==> config.mk <==
export PLATFORM = sky130hd
export DESIGN_NAME = dmbs_div
export DESIGN_NICKNAME = d
export VERILOG_FILES = /design/src/dmbs_pkg.sv /design/src/dmbs_div.sv
export SDC_FILE = /design/constraint.sdc
export NUM_CORES = 1
export LEC_CHECK = 0
export ABC_CLOCK_PERIOD_IN_PS = 3600
export BUFFER_PORTS_ARGS = -buffer_cell sky130_fd_sc_hd__buf_2
export CORE_UTILIZATION = 57
export CTS_BUF_LIST = sky130_fd_sc_hd__clkbuf_8
export DETAILED_ROUTE_END_ITERATION = 6
export PLACE_DENSITY = 0.84
export SLEW_MARGIN = 20
export SYNTH_ARGS = -nofsm -noshare
export SYNTH_HDL_FRONTEND = slang
export SYNTH_SLANG_ARGS = --single-unit
==> constraint.sdc <==
create_clock -name clk -period 3.6 [get_ports clk]
set_clock_uncertainty 0.2 [all_clocks]
set_input_delay 0.36 -clock clk [delete_from_list [all_inputs] [get_ports clk]]
set_output_delay 0.36 -clock clk [all_outputs]
set_load 0.01 [all_outputs]
==> src/dmbs_pkg.sv <==
// package for the depth map bilinear splat core: constants, types, command and register codes
package dmbs_pkg;

  localparam int DEF_MAX_WIDTH   = 256;
  localparam int DEF_MAX_HEIGHT  = 256;
  localparam int DEF_DEPTH_BITS  = 24;
  localparam int DEF_WEIGHT_BITS = 16;

  localparam int CMD_W = 2;
  localparam int POS_W = 16;
  localparam int DIN_W = 24;
  localparam int DOUT_W = 24;
  localparam int WOUT_W = 16;
  localparam int CNT_W = 3;
  localparam int DIM_W = 9;
  localparam int DIFF_W = 23;
  localparam int ADDR_W = 2;

  localparam logic [CMD_W-1:0] CMD_SPLAT  = 2'd0;
  localparam logic [CMD_W-1:0] CMD_READ   = 2'd1;
  localparam logic [CMD_W-1:0] CMD_CLEAR  = 2'd2;
  localparam logic [CMD_W-1:0] CMD_UNUSED = 2'd3;

  localparam logic [ADDR_W-1:0] REG_WIDTH  = 2'd0;
  localparam logic [ADDR_W-1:0] REG_HEIGHT = 2'd1;
  localparam logic [ADDR_W-1:0] REG_DIFF   = 2'd2;
  localparam logic [ADDR_W-1:0] REG_INIT   = 2'd3;

  localparam int WEIGHT_ONE = 256;

  // control handed from the top level sequencer to the divider
  typedef struct packed {
    logic start;
  } div_ctl_t;

endpackage

==> src/dmbs_div.sv <==
// restoring divider, one quotient bit per cycle, truncating; caller bias rounds to nearest
module dmbs_div #(
  parameter int NW = 64,
  parameter int DW = 34
) (
  input  logic                 clk,
  input  logic                 rst,
  input  dmbs_pkg::div_ctl_t   ctl,
  input  logic [NW-1:0]        num,
  input  logic [DW-1:0]        den,
  output logic                 done,
  output logic [NW-1:0]        quo
);
  import dmbs_pkg::*;
  localparam int CW = $clog2(NW + 1);
  logic [NW-1:0] q;
  logic [DW:0]   r;
  logic [DW-1:0] dv;
  logic [CW-1:0] cnt;
  logic          busy;
  logic [DW:0]   rs;

  // numerator is pre-biased by den/2 in the caller: round to nearest, ties away from zero
  assign rs = {r[DW-1:0], q[NW-1]};

  always_ff @(posedge clk) begin
    if (rst) begin
      busy <= 1'b0;
      done <= 1'b0;
    end else begin
      done <= 1'b0;
      if (ctl.start) begin
        busy <= 1'b1;
        cnt  <= CW'(NW);
      end else if (busy) begin
        cnt <= cnt - 1'b1;
        if (cnt == CW'(1)) begin
          busy <= 1'b0;
          done <= 1'b1;
        end
      end
    end
  end

  always_ff @(posedge clk) begin
    if (ctl.start) begin
      q  <= num;
      r  <= '0;
      dv <= den;
    end else if (busy) begin
      if (rs >= {1'b0, dv}) begin
        r <= rs - {1'b0, dv};
        q <= {q[NW-2:0], 1'b1};
      end else begin
        r <= rs;
        q <= {q[NW-2:0], 1'b0};
      end
    end
  end
  assign quo = q;
endmodule

; Yosys cells after proc, flatten, opt, wreduce, memory -nomap -nowiden
; Index checks and enable logic that the tools add are counted.
[totals]
input_bits = 101
word_cells = 24
ram_bits = 0
reg_bits = 141
mem_count = 0
latch_bits = 0
out_inout_bits = 65
rom_bits = 0
[classes]
muxes = 9
order_cmp = 1
n_bitwise = 2
n_eq_ne = 1
mul = 0
shifts = 0
n_reduce_logical = 3
n_addsub = 2
div_mod_pow = 0
[ops]
columns = op, n
row1 = 2-to-1 mux 64 bit, 2
row2 = greater-or-equal comparator 35 x 34 -> 1 bit, 1
row3 = 2-to-1 mux 34 bit, 1
row4 = subtractor 34 bit, 1
row5 = equality test 7 x 1 -> 1 bit (second input constant), 1
row6 = 2-to-1 mux 7 bit, 1
row7 = subtractor 7 x 1 -> 7 bit (second input constant), 1
row8 = 2-to-1 mux 1 bit, 5
row9 = OR reduction 3 bit, 1
row10 = NOT 1 bit, 2
row11 = AND reduction 2 bit, 1
row12 = nonzero test 2 bit, 1

; Depth between registers and ports, before layout
[depth]
depth_word = 4
ltp_mapped = 14
mapped_depth_nobuf = 13

; Worst setup path after synthesis
; Ideal clock, no wire load.
[synth_path]
path_type = reg-to-reg
start = register dv[10]
end = register q[0], in the netlist quo[0], data pin
path_stages_with_launch = 13
slack_ps = 432
n_path_buf = 2
synth_period_minus_slack_ps = 3168
t_arrival_ps = 2708
setup_time_ps = 260
path_cell_list = edfxtp_1 -> inv_1 -> ha_1 -> clkbuf_1 -> nand3_1 -> a21oi_1 -> a311o_1 -> a211oi_1 -> a211o_1 -> a21o_1 -> nand2_1 -> clkbuf_1 -> mux2_2
[synth_between]
elab_chain_len = 4
[synth_lines]
columns = item, line
row1 = from (decl), dmbs_div.sv:18  ; logic [DW-1:0] dv;
row2 = from (signal assigned), dmbs_div.sv:49  ; dv <= den;
row3 = greater-or-equal comparator 35 x 34 -> 1 bit, dmbs_div.sv:51  ; if (rs >= {1'b0, dv}) begin
row4 = 2-to-1 mux 1 bit, dmbs_div.sv:51
row5 = 2-to-1 mux 64 bit, dmbs_div.sv:50  ; end else if (busy) begin
row6 = 2-to-1 mux 64 bit, dmbs_div.sv:46  ; if (ctl.start) begin
row7 = to (signal assigned), dmbs_div.sv:47  ; q <= num;
row8 = to (signal assigned), dmbs_div.sv:53  ; q <= {q[NW-2:0], 1'b1};
row9 = to (signal assigned), dmbs_div.sv:56  ; q <= {q[NW-2:0], 1'b0};
row10 = to (decl), dmbs_div.sv:16  ; logic [NW-1:0] q;
; Every way passes these cells. The select of a mux whose other input is x is not followed.
; A chain may end at the register's enable or synchronous reset.

; Final worst setup path
[layout_path]
start = register dv[17]
end = register r[3]
[layout_between]
elab_chain_len = 2
[layout_lines]
columns = item, line
row1 = greater-or-equal comparator 35 x 34 -> 1 bit, dmbs_div.sv:51
row2 = 2-to-1 mux 34 bit, dmbs_div.sv:51
row3 = to (signal assigned), dmbs_div.sv:52  ; r <= rs - {1'b0, dv};
row4 = to (signal assigned), dmbs_div.sv:55  ; r <= rs;
row5 = to (decl), dmbs_div.sv:17  ; logic [DW:0] r;
; Every way passes these cells.

==> results.yml <==
detailed_routing:
  drt_iter0_markers: 587
  wl_um: 21300
  viasPerCell: 5.83
  vias: 6669
  drc: 0
  routedWlPerCell_um: 18.7
  drtAntennaViolNets: 0
  first_pass_iters: 5
floorplanning:
  die_h_um: 118
  start_util_pct: 59.5
  row_count: 41
  io_pins: 166
  core_um2: 12800
  fp.dieW_um: 118
  dieArea_um2: 13900
power:
  p_leak_nw: 4.22
  powerDensity_nw_per_um2: 452
  peakVddDrop_uv: 298
setup_path:
  regToRegStartpoint: "dv[17]$_DFFE_PP_"
  slowest_delay_ns: 0.41
  end_kind: "flop"
  worstSetupPathType: "flop to flop"
  cp-start-kind: "flop"
  cp_max_fo: 16
  worstPathArrival_ns: 3.58
  cp.required_ns: 3.76
  critPathBufInv: 2
  slowest_stage: "or3_4"
  cp_common_cell: "nand2_2"
  cp-startpoint: "dv[17]$_DFFE_PP_"
  crit_chain: "inv_1 -> ha_1 -> nand2_2 -> or3_4 -> a21oi_2 -> nand3_1 -> a211o_1 -> a21o_1 -> nand2_2 -> buf_4 -> nand2_1 -> a311oi_2"
  critPathTopFamily: "compound AO/OA/AOI/OAI gates"
cts:
  cts_buffers: 17
  cts_root_buf: "clkbuf_8"
  postCtsSetupRepairBufs: 0
  cts_tree: "yes"
  htree_levels: 4
  clock_latency_ns: 0.47
  cts_sinks: 141
  cts_max_path_buffers: 2
  clk_pin_slew_worst_paths_ns: 0.10
synth:
  synth.top_cell.area_share_pct: 41.3
  yosysMostFrequentCell: "edfxtp_1"
  yosysUniqueCellTypes: 61
  synth_nets: 840
  synthTopCellsByCount: "105 x edfxtp_1, 69 x nand2_1, 65 x mux2_2"
  async_flop_share_pct: 0
  yosysTopAreaCell: "edfxtp_1"
  synth_edf_count: 105
  syn_inst: 702
  postSynthAreaPerCell_um2: 10.9
  synth_seq_cells: 141
  syn_area_um2: 7630
  ys.flop_type: "edfxtp_1"
  ys_seq_area_share_pct: 50.8
  yosys_warnings: 0
  synth_area_leaders: "edfxtp_1 41%, mux2_2 9.6%, dfxtp_1 9.4%"
placed_design:
  dp_cells: 1017
  io_buffers: 165
  place_area_um2: 8620
  gp_congestion: 0.921
  hpwl_um: 12700
global_routing:
  grtUsageMet3_pct: 6.44
  use_met1_pct: 34.0
  grt_pass1_vias: 6787
  grt_first_pass_wirelength_um: 33200
  overflow: 0
  busiest_layer: "met2"
  grt_util_met2_pct: 54.9
  track_usage_pct: 30.7
  antenna_found_initial: 0
  grt_max_degree: 68
layout:
  fin_area_um2: 9990
  fillCellCount: 783
  syn_to_final_growth_pct: 30.9
  final_layout_size_suffix_gt1_share_pct: 30.4
  layout.nets: 1096
  layout.cells.non_filler: 1143
  antenna_cells: 0
timing:
  period_needed_ns: 3.41
  finalHoldViolCount: 0
  fmaxAchievable_mhz: 293
  setup_viol: 0
  setup_tns_ns: 0
  maxSlewHeadroom_pct: 42.8
  tightest_slew_ns: 0.858
  slew_violations: 0
  hold_ws_ns: 0.0191
  min_period_over_period_pct: 94.8
run_status:
  status: "finished clean"
run:
  maxCapViolations: 0
hold_path:
  min_path_type: "primary input to flop"
  hold_path_startpoint: "num[62]"
## stage by stage
| step | worst slack [ns] | total power [mW] | util [%] |
|---|---|---|---|
| finish | 0.189 | 4.51 | 77.9 |
| global route | -0.0270 | 4.69 | 77.9 |
| CTS | 0.192 | 4.43 | 77.6 |
| detailed placement | 0.224 | 3.05 | 67.2 |
| global placement | 0.337 | 3.01 | 67.2 |
| floorplan | 0.432 | 2.73 | - |
## flip-flops by register name, indices dropped and copies added (netlist names)
| name | count |
|---|---|
| busy | 1 |
| cnt | 7 |
| done | 1 |
| dv | 34 |
| quo | 64 |
| r | 34 |
## layout make-up
type	count	area, um2	area share, %
inverter	45	169	1.69
multi-input combinational	481	3460	34.6
clock inverter	14	156	1.57
sequential	141	3870	38.8
tap	172	215	2.15
timing repair buffer	272	1860	18.7
clock buffer	18	248	2.48
## cells in the final DEF, fill, tap and decap left out, types with 11 or more instances in the layout
cell type / Yosys / final
a21o_1: 16 / 16
a21oi_1: 37 / 37
a311oi_1: 27 / 24
buf_2: 5 / 164
buf_4: 3 / 15
clkbuf_8: 0 / 18
dfxtp_1: 36 / 35
dlygate4sd3_1: 0 / 93
edfxtp_1: 105 / 105
ha_1: 36 / 35
inv_1: 45 / 45
mux2_2: 65 / 65
nand2_1: 69 / 68
nand3_1: 14 / 14
nor2_1: 61 / 61
nor3_1: 11 / 11
o21ai_0: 22 / 22
xnor2_1: 19 / 19
xor2_1: 11 / 11
## repair_timing
item	CTS	global route
resized for setup	0	5
endpoints found under the setup margin	0	17
hold endpoints to repair	92	1
hold buffers	92	1
## layer usage
metal  vias up  wire length (um)
li1       3101                 -
met1      3194              8160
met2       289             11100
met3        85              1140
met4         0               937
met5         -                 0
## worst paths after layout
kind | end | slack, ns | cells after the start
hold reg to reg | r[15]$_SDFFE_PP0P_ | 0.30 | 2
hold / removal | quo[62]$_DFFE_PN_ | 0.02 | 2
setup / recovery | r[3]$_SDFFE_PP0P_ | 0.19 | 12
setup reg to reg | r[3]$_SDFFE_PP0P_ | 0.19 | 12
## report_power, final
group / internal (mW) / switching [mW]
sequential: 1.93 / 0.104
combinational: 0.511 / 0.629
clock: 0.648 / 0.693
## cells by family (layout without fill, tap and decap cells)
family	count (synthesis)	in the layout	synth area share, %
buffers and inverters	81	349	4.31
adders and majority gates	37	37	6.16
xor gates and xnor gates	30	30	3.44
muxes	66	66	9.72
DFF	141	141	50.8
AOI/OAI and AO/OA	148	148	13.5
and+or+nand+nor	199	200	12.1
Note: power is estimated with default switching activity, not from simulation.
