==> config.mk <==
export PLATFORM = sky130hd
export DESIGN_NAME = dmbs_ram
export DESIGN_NICKNAME = d
export VERILOG_FILES = /design/src/dmbs_ram.sv
export SDC_FILE = /design/constraint.sdc
export NUM_CORES = 1
export LEC_CHECK = 0
export ABC_AREA = 1
export BUFFER_PORTS_ARGS = -buffer_cell sky130_fd_sc_hd__buf_2
export CAP_MARGIN = 25
export CORE_MARGIN = 1
export CORE_UTILIZATION = 40
export CTS_CLUSTER_DIAMETER = 100
export DETAILED_ROUTE_END_ITERATION = 10
export GPL_ROUTABILITY_DRIVEN = 0
export GPL_TIMING_DRIVEN = 0
export SYNTH_ARGS = -nofsm -noshare
export SYNTH_HDL_FRONTEND = slang
export SYNTH_SLANG_ARGS = --single-unit
==> constraint.sdc <==
create_clock -name clk -period 5 [get_ports clk]
set_input_delay 1 -clock clk [delete_from_list [all_inputs] [get_ports clk]]
set_output_delay 1 -clock clk [all_outputs]
set_load 0.02 [all_outputs]
==> src/dmbs_ram.sv <==
// generic single port ram with registered read
module dmbs_ram #(
  parameter int WIDTH = 8,
  parameter int DEPTH = 16
) (
  input  logic                     clk,
  input  logic                     we,
  input  logic [$clog2(DEPTH)-1:0] addr,
  input  logic [WIDTH-1:0]         wdata,
  output logic [WIDTH-1:0]         rdata
);
  logic [WIDTH-1:0] mem [DEPTH];
  always_ff @(posedge clk) begin
    if (we) mem[addr] <= wdata;
    rdata <= mem[addr];
  end
endmodule

---- Yosys cells after proc, flatten, opt, wreduce, memory -nomap -nowiden ----
Memory sizes are Yosys's and may differ from the RTL's. A register that Yosys moved wholly into a read port is not among the register bits.
Cells that the tools add are included.
word-level totals
  flip-flop bits (word level) ............. 0
  bits in writable memories ............... 128
  input port bits ......................... 14
  output and inout port bits .............. 8
  word-level logic and storage cells ...... 3
  memories kept ........................... 1
operators by class
  multiplexer cells ....................... 2
memory list
  memory  depth  width  rd ports  clocked after Yosys merged registers in  wr ports  line  source
  mem     16     8      1         1                                        1         12    logic [WIDTH-1:0] mem [DEPTH];
operator list
  operator  number
  $mux W1   2

---- Longest topological paths before layout ----
Gate-level depths: netlist of the first run.
  depth in word-level cells ............... 2
  depth in mapped cells ................... 11
  depth with buffers taken out ............ 9

---- Least setup slack after synthesis of the first run ----
Ideal clock, no wire load.
  path kind ............................... input port to flip-flop
  from .................................... input addr[1]
  to ...................................... memory mem[3][0] (enable)
  setup time .............................. 370 ps
  data arrival time ....................... 2007 ps
  data required time ...................... 4630 ps
  setup slack ............................. 2623 ps
  stages on the path ...................... 4
  buffers on the path ..................... 2
  cells stage by stage .................... buf_2 clkbuf_1 nand3_1 nor2_1
RTL lines
  element          line  source
  start, declared  8     input logic [$clog2(DEPTH)-1:0] addr,
  end, declared    12
No word-level cell before the write port.

---- Worst setup path after layout of the first run ----
  from .................................... input addr[1]
  to ...................................... memory mem[10][0] (enable)
No word-level cell before the write port.

==> impl_metrics.yaml, run 1 <==
outcome:
  status: "finished, final reports clean"
cts:
  cts_setup_buffers: 0
  ctsRootBufferMaster: "clkbuf_16"
  htreeDepth: 4
  path_clk_slew_ps: 50
  cts-resized-gates: 0
  clkLatencyLatePin_ps: 420
  ctsLongestPathBuffers: 2
  cts_tree: "yes"
  cts-buffers-inserted: 17
  cts.sinks: 136
  cts_hold_buf: 0
floorplanning:
  dieArea_um2: 14460
  initial_core_util_pct: 41.57
  die_h_um: 120.2
  row_count: 42
  die_x_um: 120.2
  core_area_um2: 13450
  ios: 22
routing:
  drt_pass1_iterations: 5
  wirelength_mm: 12.29
  via_per_inst: 4.687
  drc: 0
  antenna_left: 0
  post_drt_wl_per_cell_um: 15.84
  dr_total_vias: 3637
  first_iter_violations: 238
sta:
  finClkSkew_ps: 5.852
  worst_slew_pin_slew_ps: 831.4
  post-route-period-util_pct: 51.32
  fmax_mhz: 389.7
  maxSlewViolCount: 0
  fin_crit_ps: 2566
  rsz0062_at_grt: "no"
  maxSlewHeadroom_pct: 44.37
  hold_viol: 0
  setup_viol: 0
  final.setup.tns_ps: 0
  fin_ws_ps: 2434
pwr:
  p_sw_share_pct: 21.25
  peakVddDrop_mv: 0.2880
  p_leak_nw: 2.789
  p_per_area_nw_per_um2: 417.6
  clkPwrFrac_pct: 46.9
  p_switching_mw: 0.5789
  seq_power_share_pct: 47.0
  combPwrFrac_pct: 6.0
  p_int_mw: 2.146
synth:
  yosys_warnings: 0
  ys_seq_area_share_pct: 71.59
  netlist-cell-type-count: 11
  synth_area_leader_cell: "edfxtp_1"
  synthCells: 548
  yosysTopAreaCellShare_pct: 68.72
  synth_area_um2: 5593
  synth_seq_cells: 136
  yosys-top-cells-area: "edfxtp_1 (69%), nand2_1 (23%), dfxtp_1 (2.9%), inv_1 (1.4%), nor2_1 (1.2%)"
  syn_avg_cell_area_um2: 10.21
  synthesis.nets: 562
finish:
  fin_area_um2: 6524
  nNetsFinal: 601
  final_cells: 776
  n_fill_cell: 1275
  area_growth_pct: 16.64
  drive_gt1_share_pct: 11.33
  antennaDiodeCount: 0
placement:
  dp.cells: 744
  port_buffers: 20
  dp_slack_ps: 2004
  dpl_cell_area_um2: 5913
  hpwl_mm: 8.005
setup_path:
  critPathArrivalTime_ps: 2610
  crit_buf_inv: 2
  cp_slowest_stage_delay_ps: 710
  endpoint_kind: "flop"
  crit_family: "simple AND/OR/NAND/NOR gates"
  critical_path.cell_chain: "buf_2 > clkbuf_1 > nand3_1 > nor2_1"
  critPathMaxFanout: 10
  startpoint_type: "input port"
  critPathKind: "input port to flop"
  worst_path_max_delay_cell: "nor2_1"
  crit_required_ps: 5040
global_route:
  gr-total-overflow: 0
  grt_pass1_wl_mm: 19.52
  grt_pass1_vias: 3604
  antenna_found_initial: 0
  grtUsageTotal_pct: 18.97
  grt_max_degree: 17
run:
  cap_violations: 0
hold_path:
  hp-class: "flop to flop"
-- worst reg2reg max path: cells and delay by family, from the launching register on --
family | cells | cell delay (ps)
buf+inv | 1 | 80
simple gates | 7 | 460
flops | 1 | 370
-- final cells by class --
type | instances | area, um2 | area share [%]
clock buffer | 18 | 429.2 | 6.578
multi-input combinational | 368 | 1386 | 21.25
timing repair buffer | 20 | 100.1 | 1.534
buffer | 21 | 116.4 | 1.784
inverter | 23 | 86.33 | 1.323
clock inverter | 14 | 181.4 | 2.781
sequential | 136 | 4004 | 61.37
tap | 176 | 220.2 | 3.376
-- through the flow --
stage          power, mW  hold slack (ps)  utilization [%]
2_1_floorplan      1.402            642.8                -
3_3_place_gp       1.468            729.0            43.95
5_1_grt            2.820            807.6            48.49
4_1_cts            2.744            732.8            48.49
6_report           2.724            726.1            48.49
3_5_place_dp       1.470            717.7            43.95
-- logic make-up after synthesis --
group,after synthesis,synth area share [%]
simple gates,368,24.79
buf+inv,44,3.624
flops,136,71.59
-- cell usage after synthesis --
| cell type | number |
|---|---|
| nand2_1 | 346 |
| edfxtp_1 | 128 |
| inv_1 | 21 |
| nor2_1 | 18 |
| buf_2 | 12 |
| dfxtp_1 | 8 |
| buf_4 | 6 |
| nand3_1 | 4 |
| clkbuf_1 | 3 |
| clkinv_1 | 1 |
| inv_2 | 1 |
-- final timing paths --
path                             start                   end  slack [ps]  cells past startpoint
setup / recovery               addr[1]  mem[10][0]$_DFFE_PP_        2430                      4
hold reg to reg   mem[10][6]$_DFFE_PP_      rdata[6]$_DFF_P_         730                      8
setup reg to reg   mem[3][0]$_DFFE_PP_      rdata[0]$_DFF_P_        3970                      8
hold / removal    mem[10][6]$_DFFE_PP_      rdata[6]$_DFF_P_         730                      8
-- layout by cell type, fill, tap and decap left out, drive strengths merged --
cell / netlist / routed
nand2: 346 / 346
clkinv: 1 / 7
clkinvlp: 0 / 4
dfxtp: 8 / 8
inv: 22 / 22
bufinv: 0 / 4
clkbuf: 3 / 21
nor2: 18 / 18
edfxtp: 128 / 128
buf: 18 / 38
nand3: 4 / 4
-- flip-flops by register name (all words and copies together), names as in the netlist --
register	flops
mem	128
rdata	8
-- layer usage --
metal  vias to the layer above  part of all wire, %  global-route usage [%]
met5                         -                    0                       0
met4                         0                  1.9                   7.793
met3                        18                  5.8                   4.387
met2                       100                   47                   30.53
met1                      1687                   45                   24.79
li1                       1832                    -                       -
-- power groups by stage --
stage	sequential [mW]	combinational, mW	clock [mW]
floorplan	1.31	0.0879	0
detailed placement	1.30	0.165	0
CTS	1.28	0.166	1.30
finish	1.28	0.165	1.28
global placement	1.30	0.164	0
global route	1.28	0.186	1.35
Power figures use the tool's default switching activity.
==> run 2, diff against run 1 <==
Settings changed: ABC_AREA 1 to 0.
Clock period 5 ns to 2.63 ns, I/O delays scaled along.
==> run 2 against run 1 <==
Sequential share of layout area rose by 4.9 points. Final cell count fell by 42%. Highest routed layer unchanged. Worst hold slack got worse by 200 ps. Count of clock-buffer cells in the layout did not move.
==> impl_metrics.yaml, run 2 <==
outcome:
  status: "finished, final reports clean"
global_route:
  grt_pass1_vias: 2413
  grtUsageTotal_pct: 17.23
  antenna_found_initial: 0
  gr-total-overflow: 0
  grt_pass1_wl_mm: 15.27
  grt_max_degree: 17
synth:
  syn_avg_cell_area_um2: 22.03
  synth_edf_count: 128
  synthCells: 230
  netlist_top_cells_count: "edfxtp_1 (128), mux4_2 (32), a22oi_1 (16)"
  yosysTopAreaCellShare_pct: 75.85
  yosysMostFrequentCell: "edfxtp_1"
  synthArstFlopShare_pct: 0
  synth_area_um2: 5067
  netlist-cell-type-count: 18
  synth_area_leader_cell: "edfxtp_1"
  synthesis.nets: 244
  synth_ff_type: "edfxtp_1"
  yosys-top-cells-area: "edfxtp_1 (76%), mux4_2 (14%), dfxtp_1 (3.2%), a22oi_1 (2.4%), nor2_1 (0.96%)"
  ys_seq_area_share_pct: 79.01
  synth_seq_cells: 136
  yosys_warnings: 0
pwr:
  p_leak_nw: 1.967
  seq_power_share_pct: 46.7
  p_sw_share_pct: 19.72
  p_int_mw: 4.188
  p_per_area_nw_per_um2: 864.2
  peakVddDrop_mv: 0.4905
  p_switching_mw: 1.029
  combPwrFrac_pct: 4.7
  clkPwrFrac_pct: 48.6
routing:
  wirelength_mm: 10.14
  via_per_inst: 5.170
  drc: 0
  antenna_left: 0
  post_drt_wl_per_cell_um: 22.39
  drt_pass1_iterations: 4
  dr_total_vias: 2342
  first_iter_violations: 239
finish:
  n_fill_cell: 990
  drive_gt1_share_pct: 31.58
  nNetsFinal: 286
  regArea_um2: 4004
  area_growth_pct: 19.14
  multiInputGateArea_um2: 1003
  largest_reg_flops: 128
  layout_common_cells: "edfxtp_1 (128), mux4_2 (32), buf_2 (21)"
  fin_area_um2: 6037
  final_common_cell: "edfxtp_1"
  antennaDiodeCount: 0
  top_regs: "mem: 128 flops, rdata: 8 flops"
  top_register: "mem"
placement:
  dpl_cell_area_um2: 5403
  port_buffers: 19
  hpwl_mm: 6.378
setup_path:
  startpoint: "addr[1]"
  critPathKind: "input port to flop"
  r2r.worst_path.cells: 3
  r2r_end: "rdata[7]$_DFF_P_"
  startpoint_type: "input port"
  setup.reg_to_reg.worst_slack_ps: 1220
  endpoint_kind: "flop"
  critPathMaxFanout: 10
  r2r-start: "mem[8][7]$_DFFE_PP_"
  crit_end: "mem[7][1]$_DFFE_PP_"
  crit_required_ps: 2660
  critPathArrivalTime_ps: 2180
floorplanning:
  initial_core_util_pct: 41.67
  row_count: 40
  die_x_um: 114.6
  ios: 22
  die_h_um: 114.6
  core_area_um2: 12160
  dieArea_um2: 13120
sta:
  fmax_mhz: 467.0
  hold_viol: 0
  whs_ps: 524.9
  setup_viol: 0
  fin_crit_ps: 2141
  final.setup.tns_ps: 0
  finClkSkew_ps: 5.114
  post-route-period-util_pct: 81.43
  maxSlewHeadroom_pct: 39.87
  worst_slew_pin_slew_ps: 895.1
  maxSlewViolCount: 0
  rsz0062_at_grt: "no"
cts:
  cts.sinks: 136
  clkLatencyLatePin_ps: 410
  path_clk_slew_ps: 60
  ctsLongestPathBuffers: 2
  cts_tree: "yes"
  ctsRootBufferMaster: "clkbuf_16"
  cts-resized-gates: 0
  cts-buffers-inserted: 17
  cts_setup_buffers: 0
  htreeDepth: 4
  cts_hold_buf: 0
run:
  cap_violations: 0
hold_path:
  hp-class: "input port to flop"
==> run 2: worst max-delay path, stage by stage <==
cell and delay [ps]:
buf_2 270, buf_1 460, nand2_1 230, nor2_1 680
==> run 2: how the worst min path moves through the flow <==
| stage | start | end | depth (start not counted) |
|---|---|---|---|
| floorplan | wdata[0] | mem[0][0]$_DFFE_PP_ | 0 |
| global placement | mem[2][4]$_DFFE_PP_ | rdata[4]$_DFF_P_ | 3 |
| detailed placement | mem[7][7]$_DFFE_PP_ | rdata[7]$_DFF_P_ | 3 |
| CTS | wdata[3] | mem[5][3]$_DFFE_PP_ | 1 |
| global route | wdata[7] | mem[0][7]$_DFFE_PP_ | 1 |
| finish | wdata[7] | mem[3][7]$_DFFE_PP_ | 1 |
==> run 2: per-layer routing <==
metal / wire length, um / GRT usage, % / vias up
met1: 4590 / 24.17 / 1215
li1: - / - / 1049
met4: 190 / 6.753 / 0
met3: 416 / 4.870 / 11
met2: 4945 / 25.58 / 67
met5: 0 / 0 / -
==> run 2: per-stage QoR <==
| stage | power (mW) | cells | util [%] | worst slack, ps |
|---|---|---|---|---|
| after global placement | 2.720 | 417 | 44.18 | -34.09 |
| after floorplan | 2.622 | 230 | - | 611.0 |
| after detailed placement | 2.730 | 421 | 44.42 | 38.72 |
| after global routing | 5.356 | 453 | 49.64 | 368.3 |
| final | 5.217 | 453 | 49.64 | 488.5 |
| after CTS | 5.249 | 453 | 49.64 | 464.9 |
==> run 2: power groups by stage <==
stage	registers (mW)	clock network (mW)	logic, mW
final	2.44	2.53	0.248
after global routing	2.44	2.65	0.266
after CTS	2.44	2.56	0.250
after detailed placement	2.48	0	0.250
after global placement	2.48	0	0.243
after floorplan	2.50	0	0.125
==> run 2: kinds of logic (layout without fill, tap and decap cells) <==
family                 Yosys count  after routing  synth area share, %
flip-flops                     136            136                79.01
AND/OR/NAND/NOR                 35             35                3.210
multiplexers                    32             32                14.22
AO/OA/AOI/OAI                   16             16                2.370
buffers and inverters           11             66                1.185
==> run 2: final cells by class <==
class,instances,area share [%]
sequential,136,66.32
multi-input combinational,83,16.62
clock buffer,18,7.109
tap,168,3.482
clock inverter,14,3.399
timing repair buffer,23,2.073
buffer,11,0.9948
